==> src/rtl/core/floor_ceiling_texcoord_gen_core_assert.svh <==
// assertion macros for the floor and ceiling texcoord generator
// used by the top level; expects clk_i and rst_ni in scope
`ifndef FLOOR_CEILING_TEXCOORD_GEN_CORE_ASSERT_SVH
`define FLOOR_CEILING_TEXCOORD_GEN_CORE_ASSERT_SVH

// same-cycle implication
`define FCTG_ASSERT_IMP(lbl, ante, cons) \
  lbl: assert property (@(posedge clk_i) disable iff (!rst_ni) (ante) |-> (cons)) \
    else $error("fctg: assertion failed");

// next-cycle implication
`define FCTG_ASSERT_NXT(lbl, ante, cons) \
  lbl: assert property (@(posedge clk_i) disable iff (!rst_ni) (ante) |=> (cons)) \
    else $error("fctg: assertion failed");

`endif

==> src/rtl/core/fctg_pkg.sv <==
// shared constants and types for the floor and ceiling texcoord generator
// no dependencies
`timescale 1ns / 1ps
`default_nettype none

package fctg_pkg;

  localparam int FRAC_BITS      = 16;
  localparam int FLOOR_TEX_LOG2 = 6;
  localparam int CEIL_TEX_LOG2  = 6;

  localparam int ACC_W     = 48;
  localparam int COORD_W   = 12;
  localparam int DIM_W     = 13;
  localparam int POS_W     = 26;
  localparam int RAY_W     = 19;
  localparam int SPAN_W    = 20;
  localparam int CFG_W     = 26;
  localparam int CFG_IDX_W = 3;

  localparam int DIV_NUM_W = 32;
  localparam int DIV_DEN_W = 13;
  localparam int DIV_CNT_W = $clog2(DIV_NUM_W);

  localparam int DIST_W = 29;
  localparam int PROD_W = DIST_W + SPAN_W;

  localparam logic [CFG_IDX_W-1:0] REG_PLAYER_X      = 3'd0;
  localparam logic [CFG_IDX_W-1:0] REG_PLAYER_Y      = 3'd1;
  localparam logic [CFG_IDX_W-1:0] REG_LEFT_RAY_X    = 3'd2;
  localparam logic [CFG_IDX_W-1:0] REG_LEFT_RAY_Y    = 3'd3;
  localparam logic [CFG_IDX_W-1:0] REG_RAY_SPAN_X    = 3'd4;
  localparam logic [CFG_IDX_W-1:0] REG_RAY_SPAN_Y    = 3'd5;
  localparam logic [CFG_IDX_W-1:0] REG_SCREEN_WIDTH  = 3'd6;
  localparam logic [CFG_IDX_W-1:0] REG_SCREEN_HEIGHT = 3'd7;

  typedef struct packed {
    logic busy;
    logic done;
  } div_stat_t;

endpackage

`default_nettype wire

==> src/rtl/core/fctg_div.sv <==
// bit-serial restoring divider, one quotient bit per cycle
// depends on fctg_pkg
`timescale 1ns / 1ps
`default_nettype none

module fctg_div import fctg_pkg::*; (
  input  wire logic                 clk_i,
  input  wire logic                 rst_ni,
  input  wire logic                 start_i,
  input  wire logic [DIV_NUM_W-1:0] num_i,
  input  wire logic [DIV_DEN_W-1:0] den_i,
  output logic      [DIV_NUM_W-1:0] quo_o,
  output div_stat_t                 stat_o
);

  logic                 busy_q, done_q;
  logic [DIV_CNT_W-1:0] cnt_q;
  logic [DIV_DEN_W:0]   rem_q;
  logic [DIV_NUM_W-1:0] quo_q;
  logic [DIV_DEN_W-1:0] den_q;

  logic [DIV_DEN_W:0]   rem_sh;
  logic [DIV_DEN_W+1:0] trial;
  logic                 ge;

  assign rem_sh = {rem_q[DIV_DEN_W-1:0], quo_q[DIV_NUM_W-1]};
  assign trial  = {1'b0, rem_sh} - {2'b00, den_q};
  assign ge     = !trial[DIV_DEN_W+1];

  always_ff @(posedge clk_i or negedge rst_ni) begin
    if (!rst_ni) begin
      busy_q <= 1'b0;
      done_q <= 1'b0;
      cnt_q  <= '0;
    end else if (start_i) begin
      busy_q <= 1'b1;
      done_q <= 1'b0;
      cnt_q  <= DIV_CNT_W'(DIV_NUM_W - 1);
    end else if (busy_q) begin
      cnt_q <= cnt_q - 1'b1;
      if (cnt_q == '0) begin
        busy_q <= 1'b0;
        done_q <= 1'b1;
      end
    end
  end

  always_ff @(posedge clk_i) begin
    if (start_i) begin
      rem_q <= '0;
      quo_q <= num_i;
      den_q <= den_i;
    end else if (busy_q) begin
      rem_q <= ge ? trial[DIV_DEN_W:0] : rem_sh;
      quo_q <= {quo_q[DIV_NUM_W-2:0], ge};
    end
  end

  assign quo_o       = quo_q;
  assign stat_o.busy = busy_q;
  assign stat_o.done = done_q;

endmodule

`default_nettype wire

==> src/rtl/core/floor_ceiling_texcoord_gen_core.sv <==
// floor and ceiling texture coordinate generator, top level
// depends on fctg_pkg, fctg_div and floor_ceiling_texcoord_gen_core_assert.svh
//
// usage:
//   pixel requests (row_i, column_i) come in raster order on the input channel,
//   guarded by in_valid_i / in_stall_o; texel coordinates leave on the output
//   channel, guarded by out_valid_o / out_stall_i, one result per transfer in.
//   registers are written through cfg_we_i / cfg_idx_i / cfg_wdata_i; the user
//   must write them only while idle; the block does not enforce it. a request
//   with a nonzero column is answered in the cycle after its transfer; the block
//   takes the next request in that same cycle if the output is free. a request
//   with column zero runs the row set-up: one division for the row distance,
//   then per ray-span axis one multiply and one division by the screen width,
//   then one multiply per left-ray axis; the horizon row skips the first
//   division. one shared divider serves them all; input is stalled meanwhile.
//   an output register holds the result while out_stall_i is high; a new
//   request is taken only when that register is free or drains in that cycle.
//   reset clears the position and step state and loads the default registers.
`include "floor_ceiling_texcoord_gen_core_assert.svh"
`timescale 1ns / 1ps
`default_nettype none

module floor_ceiling_texcoord_gen_core import fctg_pkg::*; (
  input  wire logic                      clk_i,
  input  wire logic                      rst_ni,
  input  wire logic                      cfg_we_i,
  input  wire logic [CFG_IDX_W-1:0]      cfg_idx_i,
  input  wire logic [CFG_W-1:0]          cfg_wdata_i,
  input  wire logic                      in_valid_i,
  output logic                           in_stall_o,
  input  wire logic [COORD_W-1:0]        row_i,
  input  wire logic [COORD_W-1:0]        column_i,
  output logic                           out_valid_o,
  input  wire logic                      out_stall_i,
  output logic [FLOOR_TEX_LOG2-1:0]      floor_tex_u_o,
  output logic [FLOOR_TEX_LOG2-1:0]      floor_tex_v_o,
  output logic [CEIL_TEX_LOG2-1:0]       ceil_tex_u_o,
  output logic [CEIL_TEX_LOG2-1:0]       ceil_tex_v_o,
  output logic [COORD_W-1:0]             out_column_o,
  output logic [COORD_W-1:0]             floor_row_o,
  output logic [COORD_W-1:0]             mirror_row_o,
  output logic                           pixel_valid_o
);

  localparam logic [2:0] S_IDLE  = 3'd0;
  localparam logic [2:0] S_DDIST = 3'd1;
  localparam logic [2:0] S_MUL   = 3'd2;
  localparam logic [2:0] S_POST  = 3'd3;
  localparam logic [2:0] S_DSTEP = 3'd4;
  localparam logic [2:0] S_OUT   = 3'd5;

  // configuration
  logic [POS_W-1:0]         player_x_q, player_y_q;
  logic signed [RAY_W-1:0]  left_x_q, left_y_q;
  logic signed [SPAN_W-1:0] span_x_q, span_y_q;
  logic [DIM_W-1:0]         sw_q, sh_q;

  // state
  logic [2:0]         state_q;
  logic [1:0]         k_q;
  logic [COORD_W-1:0] row_q, col_q;
  logic               pvalid_q, dist_neg_q, prod_neg_q;
  logic [DIST_W-1:0]  dist_mag_q;
  logic [PROD_W-1:0]  prod_q;
  logic [ACC_W-1:0]   acc_x_q, acc_y_q, step_x_q, step_y_q;

  // output register
  logic                      out_valid_q;
  logic [FLOOR_TEX_LOG2-1:0] fu_q, fv_q;
  logic [CEIL_TEX_LOG2-1:0]  cu_q, cv_q;
  logic [COORD_W-1:0]        ocol_q, orow_q, omir_q;
  logic                      opv_q;

  // divider
  logic                 div_start;
  logic [DIV_NUM_W-1:0] div_num, div_quo;
  logic [DIV_DEN_W-1:0] div_den;
  div_stat_t            div_stat;

  logic               in_xfer, out_free, out_load;
  logic [COORD_W-1:0] half, pmag;
  logic               p_zero, p_neg;
  logic [DIM_W-1:0]   w_eff;
  logic [DIV_NUM_W-1:0] num_dist, prod_hi;
  logic signed [SPAN_W-1:0] op_s;
  logic [SPAN_W-1:0]  op_mag;
  logic [PROD_W-1:0]  prod_d;
  logic [ACC_W-1:0]   quo_s, off_s;

  logic [COORD_W-1:0] ld_row, ld_col;
  logic               ld_pv;
  logic [ACC_W-1:0]   mag_x, mag_y;
  logic [FLOOR_TEX_LOG2-1:0] ftx, fty;
  logic [CEIL_TEX_LOG2-1:0]  ctx, cty;

  assign out_free   = !out_valid_q || !out_stall_i;
  assign in_stall_o = (state_q != S_IDLE) || !out_free;
  assign in_xfer    = in_valid_i && !in_stall_o;

  // row set-up operands
  assign half   = sh_q[DIM_W-1:1];
  assign p_zero = (row_i == half);
  assign p_neg  = (row_i < half);
  assign pmag   = p_neg ? (half - row_i) : (row_i - half);
  assign w_eff  = (sw_q == '0) ? DIM_W'(1) : sw_q;
  assign num_dist = DIV_NUM_W'({sh_q, {(FRAC_BITS-1){1'b0}}});
  assign prod_hi  = prod_q[FRAC_BITS +: DIV_NUM_W];

  always_comb begin
    case (k_q)
      2'd0:    op_s = span_x_q;
      2'd1:    op_s = span_y_q;
      2'd2:    op_s = SPAN_W'(left_x_q);
      default: op_s = SPAN_W'(left_y_q);
    endcase
  end

  assign op_mag = op_s[SPAN_W-1] ? SPAN_W'(-op_s) : SPAN_W'(op_s);
  assign prod_d = PROD_W'(dist_mag_q) * PROD_W'(op_mag);

  assign quo_s = prod_neg_q ? -ACC_W'(div_quo) : ACC_W'(div_quo);
  assign off_s = prod_neg_q ? -ACC_W'(prod_hi) : ACC_W'(prod_hi);

  assign div_start = (state_q == S_IDLE && in_xfer && column_i == '0 && !p_zero) ||
                     (state_q == S_POST && !k_q[1]);
  assign div_num   = (state_q == S_IDLE) ? num_dist : prod_hi;
  assign div_den   = (state_q == S_IDLE) ? DIV_DEN_W'(pmag) : w_eff;

  fctg_div u_div (
    .clk_i   (clk_i),
    .rst_ni  (rst_ni),
    .start_i (div_start),
    .num_i   (div_num),
    .den_i   (div_den),
    .quo_o   (div_quo),
    .stat_o  (div_stat)
  );

  // texel taken from the fraction toward zero
  assign mag_x = acc_x_q[ACC_W-1] ? -acc_x_q : acc_x_q;
  assign mag_y = acc_y_q[ACC_W-1] ? -acc_y_q : acc_y_q;
  assign ftx = acc_x_q[ACC_W-1] ? -mag_x[FRAC_BITS-1 -: FLOOR_TEX_LOG2]
                                :  mag_x[FRAC_BITS-1 -: FLOOR_TEX_LOG2];
  assign fty = acc_y_q[ACC_W-1] ? -mag_y[FRAC_BITS-1 -: FLOOR_TEX_LOG2]
                                :  mag_y[FRAC_BITS-1 -: FLOOR_TEX_LOG2];
  assign ctx = acc_x_q[ACC_W-1] ? -mag_x[FRAC_BITS-1 -: CEIL_TEX_LOG2]
                                :  mag_x[FRAC_BITS-1 -: CEIL_TEX_LOG2];
  assign cty = acc_y_q[ACC_W-1] ? -mag_y[FRAC_BITS-1 -: CEIL_TEX_LOG2]
                                :  mag_y[FRAC_BITS-1 -: CEIL_TEX_LOG2];

  assign out_load = (state_q == S_IDLE && in_xfer && column_i != '0) ||
                    (state_q == S_OUT && out_free);
  assign ld_row   = (state_q == S_OUT) ? row_q : row_i;
  assign ld_col   = (state_q == S_OUT) ? col_q : column_i;
  assign ld_pv    = (state_q == S_OUT) ? pvalid_q : !p_zero;

  // configuration writes
  always_ff @(posedge clk_i or negedge rst_ni) begin
    if (!rst_ni) begin
      player_x_q <= '0;
      player_y_q <= '0;
      left_x_q   <= '0;
      left_y_q   <= '0;
      span_x_q   <= '0;
      span_y_q   <= '0;
      sw_q       <= DIM_W'(640);
      sh_q       <= DIM_W'(480);
    end else if (cfg_we_i) begin
      case (cfg_idx_i)
        REG_PLAYER_X:      player_x_q <= cfg_wdata_i[POS_W-1:0];
        REG_PLAYER_Y:      player_y_q <= cfg_wdata_i[POS_W-1:0];
        REG_LEFT_RAY_X:    left_x_q   <= cfg_wdata_i[RAY_W-1:0];
        REG_LEFT_RAY_Y:    left_y_q   <= cfg_wdata_i[RAY_W-1:0];
        REG_RAY_SPAN_X:    span_x_q   <= cfg_wdata_i[SPAN_W-1:0];
        REG_RAY_SPAN_Y:    span_y_q   <= cfg_wdata_i[SPAN_W-1:0];
        REG_SCREEN_WIDTH:  sw_q       <= cfg_wdata_i[DIM_W-1:0];
        REG_SCREEN_HEIGHT: sh_q       <= cfg_wdata_i[DIM_W-1:0];
        default: ;
      endcase
    end
  end

  // sequencer and position state
  always_ff @(posedge clk_i or negedge rst_ni) begin
    if (!rst_ni) begin
      state_q  <= S_IDLE;
      k_q      <= '0;
      acc_x_q  <= '0;
      acc_y_q  <= '0;
      step_x_q <= '0;
      step_y_q <= '0;
    end else begin
      case (state_q)
        S_IDLE: begin
          if (in_xfer) begin
            if (column_i == '0) begin
              k_q     <= '0;
              state_q <= p_zero ? S_MUL : S_DDIST;
            end else begin
              acc_x_q <= acc_x_q + step_x_q;
              acc_y_q <= acc_y_q + step_y_q;
            end
          end
        end
        S_DDIST: begin
          if (div_stat.done) begin
            state_q <= S_MUL;
          end
        end
        S_MUL: begin
          state_q <= S_POST;
        end
        S_POST: begin
          if (!k_q[1]) begin
            state_q <= S_DSTEP;
          end else begin
            if (k_q[0]) begin
              acc_y_q <= ACC_W'(player_y_q) + off_s;
              state_q <= S_OUT;
            end else begin
              acc_x_q <= ACC_W'(player_x_q) + off_s;
              state_q <= S_MUL;
            end
            k_q <= k_q + 1'b1;
          end
        end
        S_DSTEP: begin
          if (div_stat.done) begin
            if (k_q[0]) begin
              step_y_q <= quo_s;
            end else begin
              step_x_q <= quo_s;
            end
            k_q     <= k_q + 1'b1;
            state_q <= S_MUL;
          end
        end
        S_OUT: begin
          if (out_free) begin
            acc_x_q <= acc_x_q + step_x_q;
            acc_y_q <= acc_y_q + step_y_q;
            state_q <= S_IDLE;
          end
        end
        default: state_q <= S_IDLE;
      endcase
    end
  end

  // set-up datapath
  always_ff @(posedge clk_i) begin
    if (state_q == S_IDLE && in_xfer && column_i == '0) begin
      row_q      <= row_i;
      col_q      <= column_i;
      pvalid_q   <= !p_zero;
      dist_neg_q <= p_neg;
      if (p_zero) begin
        dist_mag_q <= '0;
      end
    end
    if (state_q == S_DDIST && div_stat.done) begin
      dist_mag_q <= div_quo[DIST_W-1:0];
    end
    if (state_q == S_MUL) begin
      prod_q     <= prod_d;
      prod_neg_q <= dist_neg_q ^ op_s[SPAN_W-1];
    end
  end

  // output register
  always_ff @(posedge clk_i or negedge rst_ni) begin
    if (!rst_ni) begin
      out_valid_q <= 1'b0;
    end else if (out_load) begin
      out_valid_q <= 1'b1;
    end else if (!out_stall_i) begin
      out_valid_q <= 1'b0;
    end
  end

  always_ff @(posedge clk_i) begin
    if (out_load) begin
      fu_q   <= ftx;
      fv_q   <= fty;
      cu_q   <= ctx;
      cv_q   <= cty;
      ocol_q <= ld_col;
      orow_q <= ld_row;
      omir_q <= sh_q[COORD_W-1:0] - COORD_W'(1) - ld_row;
      opv_q  <= ld_pv;
    end
  end

  assign out_valid_o   = out_valid_q;
  assign floor_tex_u_o = fu_q;
  assign floor_tex_v_o = fv_q;
  assign ceil_tex_u_o  = cu_q;
  assign ceil_tex_v_o  = cv_q;
  assign out_column_o  = ocol_q;
  assign floor_row_o   = orow_q;
  assign mirror_row_o  = omir_q;
  assign pixel_valid_o = opv_q;

  `FCTG_ASSERT_IMP(a_div_start_idle, div_start, !div_stat.busy)
  `FCTG_ASSERT_NXT(a_pixel_next, in_xfer && column_i != '0, out_valid_o)
  `FCTG_ASSERT_IMP(a_ddist_div_live, state_q == S_DDIST, div_stat.busy || div_stat.done)

endmodule

`default_nettype wire

==> config.mk <==
export PLATFORM = sky130hd
export DESIGN_NAME = floor_ceiling_texcoord_gen_core
export DESIGN_NICKNAME = d
export VERILOG_FILES = /design/src/rtl/core/fctg_pkg.sv /design/src/rtl/core/fctg_div.sv /design/src/rtl/core/floor_ceiling_texcoord_gen_core.sv
export VERILOG_INCLUDE_DIRS = /design/src /design/src/rtl/core
export SDC_FILE = /design/constraint.sdc
export NUM_CORES = 2
export LEC_CHECK = 0
export ABC_AREA = 0
export BUFFER_PORTS_ARGS = -buffer_cell sky130_fd_sc_hd__buf_4
export CAP_MARGIN = 25
export CORE_AREA = 2 2 287 289
export CTS_BUF_LIST = sky130_fd_sc_hd__clkbuf_4 sky130_fd_sc_hd__clkbuf_8 sky130_fd_sc_hd__clkbuf_16
export DETAILED_ROUTE_END_ITERATION = 16
export DIE_AREA = 0 0 289 291
export PLACE_DENSITY = 0.91
export SYNTH_ARGS = -nofsm -noshare
export SYNTH_HDL_FRONTEND = slang
export SYNTH_HIERARCHICAL = 1
export SYNTH_SLANG_ARGS = --single-unit
==> constraint.sdc <==
create_clock -name clk_i -period 13.2 [get_ports clk_i]
set_input_delay 2.64 -clock clk_i [delete_from_list [all_inputs] [get_ports clk_i]]
set_output_delay 2.64 -clock clk_i [all_outputs]
set_load 0.02 [all_outputs]
# After elaboration in Yosys (flattened, before gate mapping)

Cells that the tools add are included.

Memories: 0
Output and inout port bits: 63
Latch bits: 0
Memory bits (read-only): 0
Input port bits: 58
Bits in registers: 572
RAM bits: 0

Multiply operators: 1
Divide/modulo/power cells: 0
Multiplexer cells: 56
Shift-type cells: 0
Add/sub/neg operators: 18
Order comparisons: 1
Reduce and logical (&&, ||, !) cells: 52
Equality and inequality tests: 25
Bitwise operators: 2

Operators by type and width:

| cell               | number |
|---|---|
| $mux 48            | 12 |
| $pmux 48 s3        | 2 |
| $add 26x48->48     | 2 |
| $add 48x48->48     | 2 |
| $mux 32            | 3 |
| $neg 32->48        | 2 |
| $mux 29            | 3 |
| $mux 12            | 5 |
| $pmux 20 s3        | 1 |
| $mul 29x20->48     | 1 |
| $sub 12x12->12     | 3 |
| $mux 16            | 2 |
| $neg 16->16        | 2 |
| $mux 20            | 1 |
| $neg 20->20        | 1 |
| $reduce_and 2->1   | 10 |
| $eq 3x3->1 const B | 6 |
| $mux 3             | 6 |
| $pmux 3 s5         | 1 |
| $sub 14x13->15     | 1 |
| $logic_not 13->1   | 1 |
| $mux 13            | 1 |
| $eq 12x12->1       | 1 |
| $eq 3x2->1 const B | 4 |
| other kinds (32)   | 82 |

# Logic depth before layout (Yosys ltp)

Depth in word-level cells: 12
Depth in mapped cells: 41

# Cells and area by module

The synthesis kept the hierarchy.

Modules (own cells, without submodules):

| module                          | times used | area an instance (µm²) | sequential area each (µm²) | cells each |
|---|---|---|---|---|
| floor_ceiling_texcoord_gen_core | 1          | 48861.9                | 12979.9                    | 5254 |
| fctg_div                        | 1          | 3368.2                 | 1786.7                     | 282 |

# Worst setup path after synthesis

OpenSTA, ideal clock, no wires.

Path type: reg-to-reg
Start point: register k_q[0]
End point: register prod_q[46], data pin
Library setup time: 0.259 ns
Required time: 12.941 ns
Buffers on the path: 6
Slack: 3.682 ns
Arrival time: 9.259 ns
Cell stages (with the launch flop): 41
Period minus slack after synthesis: 9.518 ns
Cells stage by stage: dfrtp_1 > clkbuf_1 > inv_1 > ha_1 > clkbuf_1 > a222oi_1 > a21oi_1 > clkbuf_1 > clkbuf_1 > inv_1 > ha_1 > nand2b_1 > or2_2 > o21ai_0 > xor2_1 > clkbuf_1 > clkbuf_1 > nand2_1 > [5 not listed] > inv_1 > fa_1 > fa_1 > fa_1 > inv_1 > fa_1 > inv_1 > ha_1 > a21o_1 > a31oi_1 > o21ai_0 > a21o_1 > a21o_1 > a31o_2 > a31o_2 > a311oi_1 > o21ai_0 > xnor2_1

Cells in the longest elaborated chain, start to end: 5

Ends and longest elaborated chain:

| what                               | line                                   | RTL |
|---|---|---|
| start, declared                    | floor_ceiling_texcoord_gen_core.sv:60  | `logic [1:0] k_q;` |
| start signal, assigned             | floor_ceiling_texcoord_gen_core.sv:224 | `k_q <= k_q + 1'b1;` |
| start signal, assigned             | floor_ceiling_texcoord_gen_core.sv:234 | `k_q <= k_q + 1'b1;` |
| $eq 2x2->1 (tied with other cells) | floor_ceiling_texcoord_gen_core.sv:110 | `case (k_q)` |
| $pmux 20 s3 *                      | floor_ceiling_texcoord_gen_core.sv:110 |  |
| $neg 20->20                        | floor_ceiling_texcoord_gen_core.sv:118 | `assign op_mag = op_s[SPAN_W-1] ? SPAN_W'(-op_s) : SPAN_W'(op_s);` |
| $mux 20 *                          | floor_ceiling_texcoord_gen_core.sv:118 |  |
| $mul 29x20->48 *                   | floor_ceiling_texcoord_gen_core.sv:119 | `assign prod_d = PROD_W'(dist_mag_q) * PROD_W'(op_mag);` |
| named net prod_d[46]               | floor_ceiling_texcoord_gen_core.sv:87  | `logic [PROD_W-1:0] prod_d;` |
| end signal, assigned               | floor_ceiling_texcoord_gen_core.sv:265 | `prod_q <= prod_d;` |
| end, declared                      | floor_ceiling_texcoord_gen_core.sv:64  | `logic [PROD_W-1:0] prod_q;` |

Mark *: on every way through the listed nets, which the timed path passes. The rest lies on a longest branch.
A chain may end at the register's enable or synchronous reset.

# Worst setup path after layout

Ends and elaborated chain as after synthesis.

==> results.ini <==
[grt]
grt_pass1_vias=43640
antenna_found_initial=6
grt_util_all_layers_pct=36.44
grt_pass1_wl_um=239000
grt_max_degree=154
gr-total-overflow=0

[timing]
setup_viol=0
rsz0062_at_grt=false
worstMarginPinSlew_ns=1.119
fin_crit_ns=12.05
fin_crit_sh_pct=91.28
fin_ws_ns=1.151
fmax_ghz=0.08300
relSlewSlack_pct=25.43
hold_slack_ns=0.4907
fin_setup_tns_ns=0
drv_slew=0
hold_violations=0
clock_skew_ns=0.02703

[die]
ios=121
die_w_um=289
start_util_pct=64.32
num_rows=105
die_area_um2=84100
core_um2=81190
die_y_um=291

[placed_design]
post-place-cells=6514
io_buffer_count=120
dp_hpwl_um=111200
pre_cts_slack_ns=1.709
post_dp_cell_area_um2=54140
gp_congestion=1.032

[clocking]
cts_buffer_depth=3
cts.htree.levels=2
cts.sinks=556
cts_buffers=56
tritoncts=done
clk_pin_slew_ns=0.07
post_cts_buffers=0
root_buffer=clkbuf_16
clock_latency_ns=0.64
post_cts_resized=0
hold_buffers=0

[setup_path]
worst_path_max_delay_cell=xor2_4
worst_r2r_path_depth=30
cp-end-kind=flip-flop
startpoint_type=flip-flop
required_ns=13.59
criticalPathCategory=reg -> reg
crit_family=adder cells
worst_ep_arrival_time_ns=12.43
max_stage_delay_ns=0.89
crit_fanout=29
cpMostUsedCell=fa_1
cp_num_buf_inv=4
cp_num_cells=30

[drt]
antenna_left=0
wire_per_inst_um=23.25
num_vias=42750
drc=0
dr.pass1.iters=10
via_per_inst=6.450
first_iter_violations=4439
wirelength_um=154100

[logic_synthesis]
ys_warn_count=6
synth.cell_area_um2=52220
netlist_instances=5535
synth_area_per_cell_um2=9.435
syn_nets=6438

[final_layout]
final_cell_mix=nand2_1 (682), inv_1 (660), fa_1 (488)
drive_gt1_share_pct=11.05
fin_cells=6628
stdcell_area_um2=56190
fin_nets=6411
synthToLayoutAreaGrowth_pct=7.597
final_common_cell=nand2_1

[job]
drv_cap=0

[status]
outcome=complete, no violations

[power_and_ir_drop]
pwr_density_cell_nw_per_um2=182.9
p_leak_nw=26.44
peakVddDrop_mv=0.3690

[worst_hold_path]
min_path_cells=2
hold_class=reg -> reg

flip-flops by register name, summed over array words and instances (netlist names), 12 cells and up:
signal	cells
acc_x_q	48
acc_y_q	48
step_x_q	48
step_y_q	48
prod_q	32
u_div/quo_o	32
dist_mag_q	29
player_x_q	26
player_y_q	26
span_x_q	20
span_y_q	20
left_x_q	19
left_y_q	19
sh_q	13
sw_q	13
u_div/den_q	13
u_div/rem_q	13
col_q	12
floor_row_o	12
mirror_row_o	12
out_column_o	12
row_q	12
metal layers:
metal / GRT usage, % / part of all wire [%]
met5: 0 / 0.0084
met2: 57.47 / 46
met4: 20.02 / 6.3
met3: 8.315 / 12
met1: 46.57 / 36
power by group:
group / leakage (nW) / internal (W) / switching (W)
Clock: 0.967 / 0.000932 / 0.000733
Combinational: 19.1 / 0.00184 / 0.00395
Sequential: 6.36 / 0.00231 / 0.000504
Total: 26.4 / 0.00509 / 0.00519
stage by stage:
stage | utilization, % | total power, W
6_report | 69.21 | 0.01028
5_1_grt | 69.20 | 0.01067
4_1_cts | 69.02 | 0.01002
3_5_place_dp | 66.68 | 0.008302
3_3_place_gp | 66.63 | 0.008082
2_1_floorplan | - | 0.006230
final timing paths:
check                      slack, ns                    start                  endpoint
setup / recovery                1.15       k_q[0]$_DFFE_PN0P_      prod_q[46]$_DFFE_PP_
hold / removal                  0.49  acc_y_q[21]$_DFFE_PN0P_   acc_y_q[21]$_DFFE_PN0P_
setup reg to reg                1.15       k_q[0]$_DFFE_PN0P_      prod_q[46]$_DFFE_PP_
hold reg to reg                 0.49  acc_y_q[21]$_DFFE_PN0P_   acc_y_q[21]$_DFFE_PN0P_
max in group asynchronous       9.82                   rst_ni  left_x_q[17]$_DFFE_PN0P_
min in group asynchronous       1.99                   rst_ni   acc_y_q[38]$_DFFE_PN0P_
layout make-up:
cell class / count / area [µm²]
multi-input cells: 4037 / 34090
clock inverters: 28 / 267.8
diodes: 2 / 5.005
flip-flops and latches: 556 / 14770
inverters: 663 / 2489
repair buffers: 194 / 1595
clock buffers: 78 / 1634
well taps: 1070 / 1339
fillers: 5621 / 25000
worst reg2reg max path, delay by kind of cell (launching register included):
kind / cells / cell delay, ns
buf+inv: 4 / 1.00
xor+xnor: 2 / 1.05
fa+ha+maj: 9 / 4.46
flops: 1 / 0.63
simple gates: 5 / 1.82
compound gates: 10 / 2.86
(Power assumes the default switching activity.)
